<file path="src/hdl/swl_pkg.sv">
// ----------------------------------------------------------------------------
// swl_pkg: shared constants of the single-wire LED frame sender
// Frame defaults, command codes, bit phase codes, register map and reset values.
// ----------------------------------------------------------------------------
`default_nettype none

package swl_pkg;

    // frame length default
    localparam int unsigned FRAME_BITS_DEF = 32;

    // write byte that opens every frame
    localparam logic [7:0] WRITE_BYTE = 8'h3A;

    // command codes
    localparam logic [2:0] CMD_TICK   = 3'd0;
    localparam logic [2:0] CMD_SEND   = 3'd1;
    localparam logic [2:0] CMD_ON     = 3'd2;
    localparam logic [2:0] CMD_OFF    = 3'd3;
    localparam logic [2:0] CMD_TOGGLE = 3'd4;
    localparam logic [2:0] CMD_STORE  = 3'd5;

    // bit phase codes
    localparam logic [2:0] PH_IDLE     = 3'd0;
    localparam logic [2:0] PH_PULSE1   = 3'd1;
    localparam logic [2:0] PH_LOW_FULL = 3'd2;
    localparam logic [2:0] PH_LOW_A    = 3'd3;
    localparam logic [2:0] PH_PULSE2   = 3'd4;
    localparam logic [2:0] PH_LOW_B    = 3'd5;

    // register map
    localparam int unsigned  ADDR_W    = 4;
    localparam logic [1:0]   REG_TICKS = 2'd0;
    localparam logic [1:0]   REG_PULSE = 2'd1;
    localparam logic [1:0]   REG_CYCLE = 2'd2;

    localparam logic [7:0] TICKS_RST = 8'd32;
    localparam logic [7:0] PULSE_RST = 8'd5;
    localparam logic [7:0] CYCLE_RST = 8'd25;

endpackage

`default_nettype wire

</file>
<file path="src/hdl/swl_ifs.sv">
// ----------------------------------------------------------------------------
// swl_ifs: channel interfaces of the single-wire LED frame sender
// Command channel and result channel, valid/ready with payload.
// ----------------------------------------------------------------------------
`default_nettype none

interface swl_cmd_if;
    logic       valid;
    logic       ready;
    logic [2:0] command;
    logic [7:0] red;
    logic [7:0] green;
    logic [7:0] blue;

    modport source (output valid, command, red, green, blue, input ready);
    modport sink   (input valid, command, red, green, blue, output ready);
endinterface

interface swl_res_if;
    logic valid;
    logic ready;
    logic data_line;
    logic select_line;
    logic busy_res;
    logic rejected;

    modport source (output valid, data_line, select_line, busy_res, rejected, input ready);
    modport sink   (input valid, data_line, select_line, busy_res, rejected, output ready);
endinterface

`default_nettype wire

</file>
<file path="src/hdl/single_wire_led_frame_sender.sv">
// Path: an accepted command beat goes into the input register, and its result beat
//   comes from the state update and the result register once the result channel is free.
// Throughput: one command beat per cycle while results are taken; the frame
//   state updates once per beat, so each tick beat is one line tick.
// Reset: synchronous, active low; clears line state, colour, LED on/off flag
//   and restores register defaults (32 ticks/us, 5 us pulse, 25 us cycle).
// ----------------------------------------------------------------------------
// single_wire_led_frame_sender: single-wire RGB LED frame sender
// Runs pulse-coded frames (write byte, red, green, blue) on a data line,
// with select held high while a frame goes out.
// ----------------------------------------------------------------------------
`default_nettype none

module single_wire_led_frame_sender
    import swl_pkg::*;
#(
    parameter int unsigned FRAME_BITS = FRAME_BITS_DEF
) (
    input  wire logic              i_clk,
    input  wire logic              i_rst_n,
    swl_cmd_if.sink                i_cmd,
    swl_res_if.source              o_res,
    input  wire logic              psel,
    input  wire logic              penable,
    input  wire logic              pwrite,
    input  wire logic [ADDR_W-1:0] paddr,
    input  wire logic [31:0]       pwdata,
    output logic      [31:0]       prdata,
    output logic                   pready
);

    localparam int unsigned BL_W   = $clog2(FRAME_BITS + 1);
    localparam int unsigned WIDE_W = (FRAME_BITS > 32) ? FRAME_BITS : 32;

    // configuration registers
    logic [7:0] r_ticks, r_pulse, r_cycle;

    // input register
    logic       r_in_vld;
    logic [2:0] r_cmd;
    logic [7:0] r_red, r_green, r_blue;

    // frame state
    logic [23:0]           r_colour, n_colour;
    logic                  r_led_on, n_led_on;
    logic [FRAME_BITS-1:0] r_shift,  n_shift;
    logic [BL_W-1:0]       r_bits,   n_bits;
    logic [2:0]            r_phase,  n_phase;
    logic [15:0]           r_wait,   n_wait;
    logic                  r_sending, n_sending;
    logic                  r_level,  n_level;
    logic                  n_rejected;

    // result register
    logic r_out_vld;
    logic r_out_data, r_out_sel, r_out_busy, r_out_rej;

    logic fire;
    logic cfg_wr;

    assign fire        = r_in_vld && (!r_out_vld || o_res.ready);
    assign i_cmd.ready = !r_in_vld || fire;

    assign pready = 1'b1;
    assign cfg_wr = psel && penable && pwrite;

    always_comb begin
        case (paddr[3:2])
            REG_TICKS: prdata = {24'd0, r_ticks};
            REG_PULSE: prdata = {24'd0, r_pulse};
            REG_CYCLE: prdata = {24'd0, r_cycle};
            default:   prdata = 32'd0;
        endcase
    end

    always_ff @(posedge i_clk) begin
        if (!i_rst_n) begin
            r_ticks <= TICKS_RST;
            r_pulse <= PULSE_RST;
            r_cycle <= CYCLE_RST;
        end else if (cfg_wr) begin
            case (paddr[3:2])
                REG_TICKS: r_ticks <= pwdata[7:0];
                REG_PULSE: r_pulse <= pwdata[7:0];
                REG_CYCLE: r_cycle <= pwdata[7:0];
                default: ;
            endcase
        end
    end

    // next frame state for the beat in the input register
    always_comb begin
        logic       start;
        logic [23:0] start_colour;
        logic       seg_load;
        logic [7:0] seg_us;
        logic [15:0] seg_prod;
        logic [WIDE_W-1:0] frame_wide;
        logic [BL_W-1:0]   bits_dec;

        n_colour   = r_colour;
        n_led_on   = r_led_on;
        n_shift    = r_shift;
        n_bits     = r_bits;
        n_phase    = r_phase;
        n_wait     = r_wait;
        n_sending  = r_sending;
        n_level    = r_level;
        n_rejected = 1'b0;

        start        = 1'b0;
        start_colour = r_colour;
        seg_load     = 1'b0;
        seg_us       = r_pulse;
        bits_dec     = (r_bits != '0) ? r_bits - BL_W'(1) : r_bits;

        case (r_cmd)
            CMD_TICK: begin
                if (r_sending) begin
                    if (r_wait > 16'd1) begin
                        n_wait = r_wait - 16'd1;
                    end else begin
                        case (r_phase)
                            PH_PULSE1: begin
                                n_level  = 1'b0;
                                seg_load = 1'b1;
                                if (r_shift[FRAME_BITS-1]) begin
                                    n_phase = PH_LOW_A;
                                    seg_us  = {1'b0, r_cycle[7:1]};
                                end else begin
                                    n_phase = PH_LOW_FULL;
                                    seg_us  = r_cycle;
                                end
                            end
                            PH_LOW_A: begin
                                n_phase  = PH_PULSE2;
                                n_level  = 1'b1;
                                seg_load = 1'b1;
                                seg_us   = r_pulse;
                            end
                            PH_PULSE2: begin
                                n_phase  = PH_LOW_B;
                                n_level  = 1'b0;
                                seg_load = 1'b1;
                                seg_us   = {1'b0, r_cycle[7:1]};
                            end
                            default: begin
                                // end of a bit: shift, then next bit or frame end
                                n_bits  = bits_dec;
                                n_shift = r_shift << 1;
                                if (bits_dec != '0) begin
                                    n_phase  = PH_PULSE1;
                                    n_level  = 1'b1;
                                    seg_load = 1'b1;
                                    seg_us   = r_pulse;
                                end else begin
                                    n_sending = 1'b0;
                                    n_level   = 1'b0;
                                    n_phase   = PH_IDLE;
                                    n_wait    = 16'd0;
                                end
                            end
                        endcase
                    end
                end
            end
            CMD_SEND, CMD_ON, CMD_OFF, CMD_TOGGLE, CMD_STORE: begin
                if (r_sending) begin
                    n_rejected = 1'b1;
                end else begin
                    case (r_cmd)
                        CMD_SEND: begin
                            n_colour     = {r_red, r_green, r_blue};
                            start_colour = {r_red, r_green, r_blue};
                            n_led_on     = 1'b1;
                            start        = 1'b1;
                        end
                        CMD_ON: begin
                            n_led_on = 1'b1;
                            start    = 1'b1;
                        end
                        CMD_OFF: begin
                            n_led_on     = 1'b0;
                            start_colour = 24'd0;
                            start        = 1'b1;
                        end
                        CMD_TOGGLE: begin
                            n_led_on     = !r_led_on;
                            start_colour = r_led_on ? 24'd0 : r_colour;
                            start        = 1'b1;
                        end
                        default: begin
                            n_colour = {r_red, r_green, r_blue};
                        end
                    endcase
                end
            end
            default: ;
        endcase

        frame_wide = WIDE_W'({WRITE_BYTE, start_colour});
        if (start) begin
            n_shift   = frame_wide[FRAME_BITS-1:0];
            n_bits    = BL_W'(FRAME_BITS);
            n_sending = 1'b1;
            n_phase   = PH_PULSE1;
            n_level   = 1'b1;
            seg_load  = 1'b1;
            seg_us    = r_pulse;
        end

        // segment length in ticks, at least one
        seg_prod = 16'(seg_us) * 16'(r_ticks);
        if (seg_load) begin
            n_wait = (seg_prod == 16'd0) ? 16'd1 : seg_prod;
        end
    end

    always_ff @(posedge i_clk) begin
        if (!i_rst_n) begin
            r_in_vld  <= 1'b0;
            r_out_vld <= 1'b0;
            r_colour  <= 24'd0;
            r_led_on  <= 1'b0;
            r_shift   <= '0;
            r_bits    <= '0;
            r_phase   <= PH_IDLE;
            r_wait    <= 16'd0;
            r_sending <= 1'b0;
            r_level   <= 1'b0;
        end else begin
            if (i_cmd.ready) begin
                r_in_vld <= i_cmd.valid;
            end
            if (fire) begin
                r_colour  <= n_colour;
                r_led_on  <= n_led_on;
                r_shift   <= n_shift;
                r_bits    <= n_bits;
                r_phase   <= n_phase;
                r_wait    <= n_wait;
                r_sending <= n_sending;
                r_level   <= n_level;
                r_out_vld <= 1'b1;
            end else if (o_res.ready) begin
                r_out_vld <= 1'b0;
            end
        end
    end

    // payload registers
    always_ff @(posedge i_clk) begin
        if (i_cmd.ready && i_cmd.valid) begin
            r_cmd   <= i_cmd.command;
            r_red   <= i_cmd.red;
            r_green <= i_cmd.green;
            r_blue  <= i_cmd.blue;
        end
        if (fire) begin
            r_out_data <= n_level;
            r_out_sel  <= n_sending;
            r_out_busy <= n_sending;
            r_out_rej  <= n_rejected;
        end
    end

    assign o_res.valid       = r_out_vld;
    assign o_res.data_line   = r_out_data;
    assign o_res.select_line = r_out_sel;
    assign o_res.busy_res    = r_out_busy;
    assign o_res.rejected    = r_out_rej;

endmodule

`default_nettype wire

</file>
<file path="src/flat_wrapper.sv">
// flat-port wrapper written by rule: the top's interface ports become plain ports
module single_wire_led_frame_sender_flat import swl_pkg::*;
#(
    parameter int unsigned FRAME_BITS = FRAME_BITS_DEF
)
  (i_clk, i_rst_n, psel, penable, pwrite, paddr, pwdata, prdata, pready, i_cmd_valid, i_cmd_command, i_cmd_red, i_cmd_green, i_cmd_blue, i_cmd_ready, o_res_valid, o_res_data_line, o_res_select_line, o_res_busy_res, o_res_rejected, o_res_ready);
  swl_cmd_if i_cmd_i ();
  swl_res_if o_res_i ();
  input  wire logic i_clk;
  input  wire logic i_rst_n;
  input  wire logic psel;
  input  wire logic penable;
  input  wire logic pwrite;
  input  wire logic [ADDR_W-1:0] paddr;
  input  wire logic [31:0] pwdata;
  output logic      [31:0] prdata;
  output logic pready;
  input wire logic [$bits(i_cmd_i.valid)-1:0] i_cmd_valid;
  input wire logic [$bits(i_cmd_i.command)-1:0] i_cmd_command;
  input wire logic [$bits(i_cmd_i.red)-1:0] i_cmd_red;
  input wire logic [$bits(i_cmd_i.green)-1:0] i_cmd_green;
  input wire logic [$bits(i_cmd_i.blue)-1:0] i_cmd_blue;
  output wire logic [$bits(i_cmd_i.ready)-1:0] i_cmd_ready;
  output wire logic [$bits(o_res_i.valid)-1:0] o_res_valid;
  output wire logic [$bits(o_res_i.data_line)-1:0] o_res_data_line;
  output wire logic [$bits(o_res_i.select_line)-1:0] o_res_select_line;
  output wire logic [$bits(o_res_i.busy_res)-1:0] o_res_busy_res;
  output wire logic [$bits(o_res_i.rejected)-1:0] o_res_rejected;
  input wire logic [$bits(o_res_i.ready)-1:0] o_res_ready;
  assign i_cmd_i.valid = i_cmd_valid;
  assign i_cmd_i.command = i_cmd_command;
  assign i_cmd_i.red = i_cmd_red;
  assign i_cmd_i.green = i_cmd_green;
  assign i_cmd_i.blue = i_cmd_blue;
  assign i_cmd_ready = i_cmd_i.ready;
  assign o_res_valid = o_res_i.valid;
  assign o_res_data_line = o_res_i.data_line;
  assign o_res_select_line = o_res_i.select_line;
  assign o_res_busy_res = o_res_i.busy_res;
  assign o_res_rejected = o_res_i.rejected;
  assign o_res_i.ready = o_res_ready;
  single_wire_led_frame_sender #(.FRAME_BITS(FRAME_BITS)) u_core (.i_clk(i_clk), .i_rst_n(i_rst_n), .i_cmd(i_cmd_i), .o_res(o_res_i), .psel(psel), .penable(penable), .pwrite(pwrite), .paddr(paddr), .pwdata(pwdata), .prdata(prdata), .pready(pready));
endmodule
</file>
<file path="config.mk">
export PLATFORM = sky130hd
export DESIGN_NAME = single_wire_led_frame_sender_flat
export DESIGN_NICKNAME = d
export VERILOG_FILES = /design/src/hdl/swl_pkg.sv /design/src/hdl/swl_ifs.sv /design/src/hdl/single_wire_led_frame_sender.sv /design/src/flat_wrapper.sv
export SDC_FILE = /design/constraint.sdc
export NUM_CORES = 1
export LEC_CHECK = 0
export BUFFER_PORTS_ARGS = -buffer_cell sky130_fd_sc_hd__buf_4
export CAP_MARGIN = 10
export CORE_UTILIZATION = 30
export DETAILED_ROUTE_END_ITERATION = 16
export HOLD_SLACK_MARGIN = 0.03
export SYNTH_ARGS = -nofsm -noshare
export SYNTH_HDL_FRONTEND = slang
export SYNTH_SLANG_ARGS = --single-unit
export TNS_END_PERCENT = 20
</file>
<file path="constraint.sdc">
create_clock -name i_clk -period 8.2 [get_ports i_clk]
set_clock_uncertainty 0.2 [all_clocks]
set_input_delay 1.64 -clock i_clk [delete_from_list [all_inputs] [get_ports i_clk]]
set_output_delay 1.64 -clock i_clk [all_outputs]
set_load 0.005 [all_outputs]
</file>
==> flow_metrics.py, run 1 <==
metrics = {
    "critical_path": {
        "cp_max_fo": 14,
        "slowest_delay_ns": 0.67,
        "critPathRequiredTime_ns": 8.36,
        "timing.reg2reg.setup_slack_ns": 0.50,
        "end_kind": "flop",
        "crit_type": "reg -> reg",
        "crit_path_cell_trace": "or4_4, or4_1, or4_4, or3_1, a21oi_2, nand2b_1, fa_1, fa_1, inv_1, fa_1, inv_1, fa_1, inv_1, ha_1, o21ai_0, a21oi_1, o211a_1, nor3_1, nor4_1, nand4b_1, o21ai_0",
        "cp-start-kind": "flop",
        "path_common_cell": "fa_1",
        "crit_family": "simple AND/OR/NAND/NOR gates",
        "path_buf_inv": 3,
        "critPathArrivalTime_ns": 7.86,
        "crit_cells": 21,
        "rr_worst_depth": 21,
        "crit_slowest_cell": "or3_1",
    },
    "sta": {
        "min_period_ns": 7.70,
        "slew_headroom": 0.333,
        "maxSlewViolCount": 0,
        "max_freq_mhz": 130,
        "min_period_over_period": 0.939,
        "finalHoldViolCount": 0,
        "rsz0062_at_grt": "no",
        "finalSetupViolations": 0,
        "worstMarginPinSlew_ns": 1.00,
        "finalSetupTns_ns": 0,
        "worst_slack_ns": 0.500,
    },
    "logic_synthesis": {
        "syn-cell-area_um2": 8860,
        "muxShareOfSynthArea": 0.0321,
        "synthAdderAreaFrac": 0.138,
        "yosysTopAreaCell": "dfxtp_1",
        "synth_warnings": 0,
        "synth_area_leaders": "dfxtp_1 25%, edfxtp_1 10%, fa_1 8.1%, ha_1 5.7%, nor2_1 5.4%",
        "synth_compound_gate_area_share": 0.172,
        "yosysMostFrequentCell": "nor2_1",
        "yosysSeqAreaShare": 0.350,
        "synth-xor-area-share": 0.0138,
        "synthArstFlopShare": 0,
        "synth-edff-count": 30,
        "yosys.area_share.simple": 0.219,
        "yosys.area.top_type_share": 0.249,
        "synth_flop_cell": "dfxtp_1",
        "syn_inst": 1049,
        "ys_ff_latch": 140,
        "synth_cell_types": 59,
        "synth_common_cells": "127 x nor2_1, 110 x dfxtp_1, 102 x nand2_1",
        "synth_top_family_by_area": "simple AND/OR/NAND/NOR gates",
        "avgSynthCellArea_um2": 8.44,
    },
    "routing": {
        "routed_wl_um": 20600,
        "drt_pass1_iterations": 5,
        "antenna_left": 0,
        "via_per_inst": 4.97,
        "avgRoutedWirePerCell_um": 14.0,
        "drc": 0,
        "first_iter_violations": 486,
        "vias": 7331,
    },
    "worst_hold_path": {
        "hp-class": "reg -> reg",
        "holdPathStages": 2,
    },
    "clock_network": {
        "hold_buffers": 0,
        "clk_pin_slew_ns": 0.07,
        "clk_path_buf_depth": 2,
        "cts_sinks": 140,
        "cts_buffers": 17,
        "cts_tree": "yes",
        "h-tree-depth": 4,
        "clock_latency_ns": 0.43,
        "cts_setup_buffers": 0,
        "cts-resized-gates": 0,
        "cts_root_buf": "clkbuf_16",
    },
    "global_route": {
        "grt_use_total": 0.139,
        "grt_pass1_vias": 7056,
        "antenna_found_initial": 0,
        "grt_max_degree": 55,
        "grt_overflow": 0,
        "grt_pass1_wl_um": 34800,
    },
    "floorplanning": {
        "die_w_um": 174,
        "die_h_um": 174,
        "ios": 109,
        "core-area_um2": 28900,
        "initial_core_util": 0.307,
        "die_area_um2": 30200,
        "num_rows": 62,
    },
    "power": {
        "power_density_nw_per_um2": 174,
        "pwr-share-comb": 0.123,
        "total_power_mw": 1.77,
        "power.share.clock": 0.452,
        "switching_share": 0.289,
        "netSwitchingPower_mw": 0.511,
        "vdd_drop_max_uv": 121,
        "power.internal_mw": 1.26,
        "leakagePower_nw": 4.06,
        "seqPwrFrac": 0.425,
    },
    "layout": {
        "final_nets": 1224,
        "filler_cell_count": 2992,
        "drive_gt1_frac": 0.114,
        "syn_to_final_growth_pct": 14.6,
        "n_antenna_cell": 0,
    },
    "placed_design": {
        "gp_congestion": 0.809,
        "portBuffers": 57,
        "place_ws_ns": 0.536,
        "dp_hpwl_um": 14500,
    },
    "job": {
        "max_cap_violations": 0,
    },
    "status": {
        "status": "completed",
    },
}
==> power by group through the flow <==
stage               combinational (mW)  sequential (mW)  clock, mW
global route                     0.243            0.755      0.848
global placement                 0.215            0.766          0
floorplan                        0.165            0.758          0
detailed placement               0.218            0.766          0
CTS                              0.218            0.751      0.817
finish                           0.217            0.752      0.799
==> registers in the layout, indices dropped and copies added, names as in the netlist, 3 cells and up <==
| register | flops |
|---|---|
| u_core.r_bits | 6 |
| u_core.r_blue | 8 |
| u_core.r_cmd | 3 |
| u_core.r_colour | 24 |
| u_core.r_cycle | 8 |
| u_core.r_green | 8 |
| u_core.r_phase | 3 |
| u_core.r_pulse | 8 |
| u_core.r_red | 8 |
| u_core.r_shift | 32 |
| u_core.r_ticks | 8 |
| u_core.r_wait | 16 |
==> layer usage <==
layer	vias to the layer above	routed length, µm	track usage
li1	3665	-	-
met1	3533	9780	0.181
met2	117	10000	0.236
met3	16	621	0.0257
met4	0	191	0.0391
met5	-	0	0
==> path summary, 6_finish.rpt <==
check / from / endpoint
worst max-delay path: u_core.r_wait[10]$_SDFFE_PN0P_ / u_core.r_wait[0]$_SDFFE_PN0P_
worst min register to register: u_core.r_colour[19]$_SDFFE_PN0P_ / u_core.r_colour[19]$_SDFFE_PN0P_
worst max register to register: u_core.r_wait[10]$_SDFFE_PN0P_ / u_core.r_wait[0]$_SDFFE_PN0P_
worst min-delay path: u_core.r_colour[19]$_SDFFE_PN0P_ / u_core.r_colour[19]$_SDFFE_PN0P_
==> cell usage in the layout (no fill, tap or decap), types with 4 or more instances in the layout <==
cell type	netlist	layout
mux2i_1	25	25
nor2_1	127	126
or4_1	4	4
a22oi_1	12	12
inv_1	62	61
nand3_1	23	23
a21oi_1	95	94
dfxtp_1	110	110
a221oi_1	25	25
xnor2_1	13	13
fa_1	36	36
a31oi_1	4	4
o211ai_1	4	4
nand2_1	102	102
edfxtp_1	30	30
a21oi_2	6	7
o221a_2	5	5
nor2b_1	53	53
conb_1	2	25
o21ai_0	51	50
nor4_1	13	13
buf_4	26	68
or3_1	4	4
clkinv_8	0	4
o2111ai_1	4	4
a21o_1	5	5
nand2b_1	20	20
ha_1	40	40
nor3b_1	5	5
a211oi_1	8	8
nor4b_1	4	4
nor3_1	38	37
inv_8	0	6
clkbuf_16	0	17
==> through the flow <==
stage | hold slack (ns) | util | instances | area, µm²
6_report | 0.256 | 0.352 | 1475 | 10200
5_1_grt | 0.267 | 0.352 | 1475 | 10200
4_1_cts | 0.255 | 0.352 | 1475 | 10200
3_5_place_dp | 0.247 | 0.330 | 1443 | 9530
3_3_place_gp | 0.241 | 0.330 | 1443 | 9530
2_1_floorplan | 0.236 | - | 1072 | 8940
==> area by class of cell <==
type,instances,area (µm²),share of cell area
Multi-Input combinational cell,789,5200,0.513
Sequential cell,140,3100,0.306
Timing Repair Buffer,68,510,0.0503
Tap cell,384,480,0.0473
Clock buffer,17,425,0.0419
Inverter,62,233,0.0229
Clock inverter,15,196,0.0193
==> cell families after synthesis <==
logic type / count (synthesis)
muxes: 27
other: 2
buffers and inverters: 143
and+or+nand+nor: 407
adders and majority gates: 76
DFF: 140
xor gates and xnor gates: 14
AOI/OAI and AO/OA: 240
==> worst reg2reg max path, delay by kind of cell, from the launching register on <==
kind / cells / cell delay, ns
buf+inv: 3 / 0.14
compound gates: 5 / 1.49
flops: 1 / 0.37
fa+ha+maj: 5 / 2.25
simple gates: 8 / 3.19
No activity file was read; power rests on OpenSTA's default activity.
==> run 2, diff against run 1 <==
Settings changed: CORE_ASPECT_RATIO from default to 0.5.
==> run 2 against run 1 <==
First-iteration DRC count rose by 2.3%. Register-to-register slack worse by 0.16 ns. Sequential share of layout area is essentially flat. Worst hold slack worse by 0.00053 ns. Critical endpoint unchanged. Clock power fell by 2%. Combinational power hardly changed. Routed wire length grew 1.3%. Count of clock-buffer cells in the layout grew 4. Die area increased by 0.14%. Highest routed layer unchanged.
==> flow_metrics.py, run 2 (synthesized netlist as in run 1, its figures left out) <==
metrics = {
    "status": {
        "status": "completed",
    },
    "critical_path": {
        "r2r_end": "u_core.r_wait[0]$_SDFFE_PN0P_",
        "critPathArrivalTime_ns": 7.96,
        "crit-reg2reg-launch": "u_core.r_wait[10]$_SDFFE_PN0P_",
        "timing.reg2reg.setup_slack_ns": 0.34,
        "crit_family": "simple AND/OR/NAND/NOR gates",
        "end_kind": "flop",
        "path_common_cell": "fa_1",
        "crit_type": "reg -> reg",
        "path_buf_inv": 4,
        "critPathRequiredTime_ns": 8.30,
        "rr_worst_depth": 22,
        "crit_slowest_cell": "or4_1",
        "crit_path_cell_trace": "or4_4, or4_1, or4_4, or3_1, buf_4, a21oi_2, nand2b_1, fa_1, fa_1, inv_1, fa_1, inv_1, fa_1, inv_1, ha_1, nand3_1, o2111ai_1, a211oi_1, nor4b_1, nor2_1, nand4b_1, o21ai_0",
        "cp_max_fo": 9,
        "cp-start-kind": "flop",
        "slowest_delay_ns": 0.63,
    },
    "clock_network": {
        "cts_buffers": 17,
        "cts_sinks": 140,
        "cts_tree": "yes",
        "hold_buffers": 0,
        "cts-resized-gates": 0,
        "clk_path_buf_depth": 2,
        "h-tree-depth": 4,
        "clk_pin_slew_ns": 0.06,
        "clock_latency_ns": 0.43,
        "cts_setup_buffers": 0,
        "cts_root_buf": "clkbuf_16",
    },
    "global_route": {
        "antenna_found_initial": 0,
        "grt_pass1_vias": 7131,
        "grt_max_degree": 46,
        "grt_overflow": 0,
        "grt_use_total": 0.142,
        "grt_pass1_wl_um": 34600,
    },
    "placed_design": {
        "gp_congestion": 0.841,
        "portBuffers": 57,
        "place_ws_ns": 0.457,
        "dp_hpwl_um": 14900,
        "place_inst": 1454,
        "placed_cell_area_um2": 9560,
    },
    "routing": {
        "via_per_inst": 5.02,
        "avgRoutedWirePerCell_um": 14.1,
        "drt_pass1_iterations": 5,
        "antenna_left": 0,
        "routed_wl_um": 20900,
        "drc": 0,
        "first_iter_violations": 497,
        "vias": 7454,
    },
    "floorplanning": {
        "num_rows": 44,
        "die_h_um": 124,
        "ios": 109,
        "initial_core_util": 0.305,
        "core-area_um2": 29000,
        "die_area_um2": 30300,
        "die_w_um": 245,
    },
    "power": {
        "switching_share": 0.271,
        "leakagePower_nw": 4.08,
        "vdd_drop_max_uv": 139,
        "power_density_nw_per_um2": 172,
        "seqPwrFrac": 0.429,
        "pwr-share-comb": 0.126,
        "netSwitchingPower_mw": 0.474,
        "power.share.clock": 0.446,
        "power.internal_mw": 1.28,
    },
    "layout": {
        "layout_top_registers": "u_core.r_shift (32), u_core.r_colour (24), u_core.r_wait (16)",
        "fin_area_um2": 10200,
        "largest-register": "u_core.r_shift",
        "layout_common_cells": "127 x nor2_1, 110 x dfxtp_1, 102 x nand2_1, 95 x a21oi_1, 72 x buf_4",
        "syn_to_final_growth_pct": 14.8,
        "largest_reg_flops": 32,
        "n_antenna_cell": 0,
        "drive_gt1_frac": 0.114,
        "instances_no_fill": 1486,
        "final_nets": 1228,
        "final_common_cell": "nor2_1",
    },
    "worst_hold_path": {
        "holdCritStartpoint": "u_core.r_colour[14]$_SDFFE_PN0P_",
        "hold_end": "u_core.r_colour[14]$_SDFFE_PN0P_",
        "holdPathStages": 2,
        "hp-class": "reg -> reg",
    },
    "sta": {
        "min_period_over_period": 0.958,
        "finalSetupTns_ns": 0,
        "maxSlewViolCount": 0,
        "min_period_ns": 7.86,
        "rsz0062_at_grt": "no",
        "finalHoldViolCount": 0,
        "max_freq_mhz": 127,
        "finalSetupViolations": 0,
        "slew_headroom": 0.353,
        "worstMarginPinSlew_ns": 0.965,
        "worst_slack_ns": 0.341,
    },
    "job": {
        "max_cap_violations": 0,
    },
}
==> run 2: changes by cell type in the layout (fill, tap and decap cells not counted), sizes merged <==
cell | previous run | this run
buf | 68 | 72
inv | 70 | 69
clkbuf | 17 | 21
clkinv | 5 | 2
==> run 2: final cells by class <==
cell class | instances | area (µm²)
Clock inverter | 11 | 119
Timing Repair Buffer | 72 | 541
Sequential cell | 140 | 3100
Fill cell | 2989 | 18800
Inverter | 62 | 233
Clock buffer | 21 | 482
Tap cell | 391 | 489
Multi-Input combinational cell | 789 | 5200
==> run 2: worst max-delay path by stage <==
stage / start / end / cells past startpoint
after floorplan: u_core.r_wait[10]$_SDFFE_PN0P_ / u_core.r_wait[0]$_SDFFE_PN0P_ / 26
after global placement: u_core.r_wait[10]$_SDFFE_PN0P_ / u_core.r_wait[0]$_SDFFE_PN0P_ / 22
after detailed placement: u_core.r_wait[10]$_SDFFE_PN0P_ / u_core.r_wait[0]$_SDFFE_PN0P_ / 22
after CTS: u_core.r_wait[10]$_SDFFE_PN0P_ / u_core.r_wait[0]$_SDFFE_PN0P_ / 22
after global routing: u_core.r_wait[10]$_SDFFE_PN0P_ / u_core.r_wait[0]$_SDFFE_PN0P_ / 22
final: u_core.r_wait[10]$_SDFFE_PN0P_ / u_core.r_wait[0]$_SDFFE_PN0P_ / 22
==> run 2: through the flow <==
stage / hold WS, ns / utilization / power, mW
6_report: 0.255 / 0.350 / 1.75
5_1_grt: 0.268 / 0.350 / 1.83
3_3_place_gp: 0.241 / 0.330 / 0.980
3_5_place_dp: 0.248 / 0.330 / 0.986
2_1_floorplan: 0.236 / - / 0.924
4_1_cts: 0.256 / 0.350 / 1.77
==> run 2: worst register-to-register path: stages, from the launching register on <==
cell,delay (ns)
dfxtp_1,0.37
or4_4,0.57
or4_1,0.63
or4_4,0.61
or3_1,0.58
buf_4,0.27
a21oi_2,0.41
nand2b_1,0.20
fa_1,0.42
fa_1,0.50
inv_1,0.06
fa_1,0.49
inv_1,0.05
fa_1,0.48
inv_1,0.05
ha_1,0.36
nand3_1,0.13
o2111ai_1,0.31
a211oi_1,0.13
nor4b_1,0.62
nor2_1,0.12
nand4b_1,0.13
o21ai_0,0.08
==> run 2: power by group through the flow <==
stage / Clock, mW / Sequential, mW / Combinational (mW)
after floorplan: 0 / 0.758 / 0.165
after global placement: 0 / 0.765 / 0.215
after detailed placement: 0 / 0.766 / 0.220
after CTS: 0.803 / 0.751 / 0.221
after global routing: 0.830 / 0.754 / 0.247
final: 0.781 / 0.751 / 0.220
==> run 2: metal layers <==
metal / vias to the layer above / wire length [µm] / part of all wire / track usage
met2: 183 / 10000 / 0.48 / 0.241
met4: 0 / 325 / 0.016 / 0.0535
met5: - / 0 / 0 / 0
met3: 24 / 877 / 0.042 / 0.0291
met1: 3568 / 9670 / 0.46 / 0.179
li1: 3679 / - / - / -
==> run 3, diff against run 2 <==
Settings changed: CTS_CLUSTER_SIZE from default to 24.
Clock period 8.2 ns to 9.8 ns, I/O delays scaled along.
==> run 3 against run 2 <==
Cell count fell by 0.27%. Combinational power decreased by 16%. Total power shrank 17%. Via count down 0.93%. Sequential share of layout area up 0.13 points. Clock power is 17% lower. First-iteration DRC count increased by 11%. Worst setup slack improved by 1.5 ns. Highest routed layer unchanged.
==> flow_metrics.py, run 3 (synthesized netlist as in run 1, its figures left out) <==
metrics = {
    "layout": {
        "n_antenna_cell": 0,
        "largest-register": "u_core.r_shift",
        "final_core_utilization": 0.349,
        "instances_no_fill": 1482,
        "final_nets": 1224,
        "largest_reg_flops": 32,
        "drive_gt1_frac": 0.110,
        "syn_to_final_growth_pct": 14.3,
        "layout_common_cells": "127 x nor2_1, 110 x dfxtp_1, 102 x nand2_1, 95 x a21oi_1, 68 x buf_4",
        "layout_top_registers": "u_core.r_shift (32), u_core.r_colour (24), u_core.r_wait (16)",
        "final_common_cell": "nor2_1",
    },
    "clock_network": {
        "clk_path_buf_depth": 2,
        "cts-resized-gates": 0,
        "hold_buffers": 0,
        "clk_pin_slew_ns": 0.07,
        "h-tree-depth": 4,
        "clock_latency_ns": 0.43,
        "cts_root_buf": "clkbuf_16",
        "cts_sinks": 140,
        "cts_buffers": 17,
        "cts_tree": "yes",
        "cts_setup_buffers": 0,
    },
    "placed_design": {
        "place_inst": 1450,
        "dp_hpwl_um": 14500,
        "gp_congestion": 0.837,
        "portBuffers": 57,
    },
    "sta": {
        "finalSetupViolations": 0,
        "min_period_ns": 7.93,
        "finalHoldViolCount": 0,
        "rsz0062_at_grt": "no",
        "max_freq_mhz": 126,
        "finalSetupTns_ns": 0,
        "min_period_over_period": 0.809,
        "worstMarginPinSlew_ns": 0.931,
        "maxSlewViolCount": 0,
        "slew_headroom": 0.375,
    },
    "routing": {
        "vias": 7385,
        "first_iter_violations": 552,
        "drc": 0,
        "routed_wl_um": 20400,
        "via_per_inst": 4.98,
        "antenna_left": 0,
        "avgRoutedWirePerCell_um": 13.8,
        "drt_pass1_iterations": 6,
    },
    "power": {
        "power_density_nw_per_um2": 144,
        "pwr-share-comb": 0.126,
        "total_power_mw": 1.46,
        "power.share.clock": 0.443,
        "switching_share": 0.271,
        "seqPwrFrac": 0.431,
        "vdd_drop_max_uv": 113,
        "netSwitchingPower_mw": 0.396,
        "leakagePower_nw": 4.04,
        "power.internal_mw": 1.06,
    },
    "critical_path": {
        "end_kind": "flop",
        "crit_type": "reg -> reg",
        "cp_max_fo": 14,
        "slowest_delay_ns": 0.68,
        "crit_slowest_cell": "or3_1",
        "cp-start-kind": "flop",
        "critPathRequiredTime_ns": 9.91,
        "critPathArrivalTime_ns": 8.04,
        "crit_path_cell_trace": "or4_4, or4_1, or4_4, or3_1, a21oi_2, nor2b_1, fa_1, inv_1, fa_1, inv_1, fa_1, inv_1, fa_1, inv_1, ha_1, nand3_1, o2111ai_1, a211oi_1, nor4b_1, nor2_1, nand4b_1, o21ai_0",
    },
    "global_route": {
        "grt_pass1_wl_um": 33900,
        "grt_overflow": 0,
        "grt_use_total": 0.139,
        "grt_pass1_vias": 6855,
        "grt_max_degree": 55,
        "antenna_found_initial": 0,
    },
    "floorplanning": {
        "die_h_um": 124,
        "die_w_um": 245,
        "die_area_um2": 30300,
        "ios": 109,
        "core-area_um2": 29000,
        "initial_core_util": 0.305,
        "num_rows": 44,
    },
    "job": {
        "max_cap_violations": 0,
    },
    "status": {
        "status": "completed",
    },
    "worst_hold_path": {
        "hp-class": "reg -> reg",
    },
}
==> run 3: changes by cell type in the layout (fill, tap and decap cells not counted), sizes merged <==
cell	before	now
buf	72	68
clkbuf	21	18
clkinvlp	1	4
bufinv	1	2
inv	69	68
==> run 3: layout make-up <==
cell class | count | area (µm²)
fillers | 2951 | 18900
flip-flops and latches | 140 | 3100
repair buffers | 68 | 510
well taps | 391 | 489
inverters | 62 | 233
clock buffers | 18 | 429
clock inverters | 14 | 159
multi-input cells | 789 | 5200
==> run 3: layer usage <==
layer  vias up  global-route usage  part of all wire
li1       3653                   -                 -
met4         0              0.0387            0.0093
met1      3581               0.179              0.48
met2       138               0.232              0.48
met5         -                   0                 0
met3        13              0.0336             0.034
==> run 3: power groups by stage <==
stage | sequential [mW] | clock [mW] | combinational [mW]
2_1_floorplan | 0.635 | 0 | 0.138
4_1_cts | 0.628 | 0.659 | 0.184
3_3_place_gp | 0.640 | 0 | 0.179
3_5_place_dp | 0.641 | 0 | 0.183
6_report | 0.629 | 0.647 | 0.184
5_1_grt | 0.631 | 0.685 | 0.206
==> run 3: metrics by stage <==
stage / setup slack, ns / area, µm² / hold WS [ns]
after global placement: 1.97 / 9530 / 0.241
final: 1.87 / 10100 / 0.255
after CTS: 1.91 / 10100 / 0.255
after floorplan: 2.84 / 8940 / 0.236
after detailed placement: 1.93 / 9530 / 0.246
after global routing: 1.48 / 10100 / 0.272
==> run 3: path summary, 6_finish.rpt <==
| kind | from | to | slack (ns) | depth (start not counted) |
|---|---|---|---|---|
| worst min-delay path | u_core.r_colour[15]$_SDFFE_PN0P_ | u_core.r_colour[15]$_SDFFE_PN0P_ | 0.25 | 2 |
| worst min register to register | u_core.r_colour[15]$_SDFFE_PN0P_ | u_core.r_colour[15]$_SDFFE_PN0P_ | 0.25 | 2 |
| worst max register to register | u_core.r_wait[10]$_SDFFE_PN0P_ | u_core.r_wait[0]$_SDFFE_PN0P_ | 1.87 | 22 |
| worst max-delay path | u_core.r_wait[10]$_SDFFE_PN0P_ | u_core.r_wait[0]$_SDFFE_PN0P_ | 1.87 | 22 |
==> run 3: critical path: cells and delay by family (launching register included) <==
kind	cells	cell delay, ns
AND/OR/NAND/NOR	9	3.61
buffers and inverters	4	0.21
adder cells (fa/ha/maj)	5	2.39
flip-flops	1	0.37
AO/OA/AOI/OAI	4	1.03
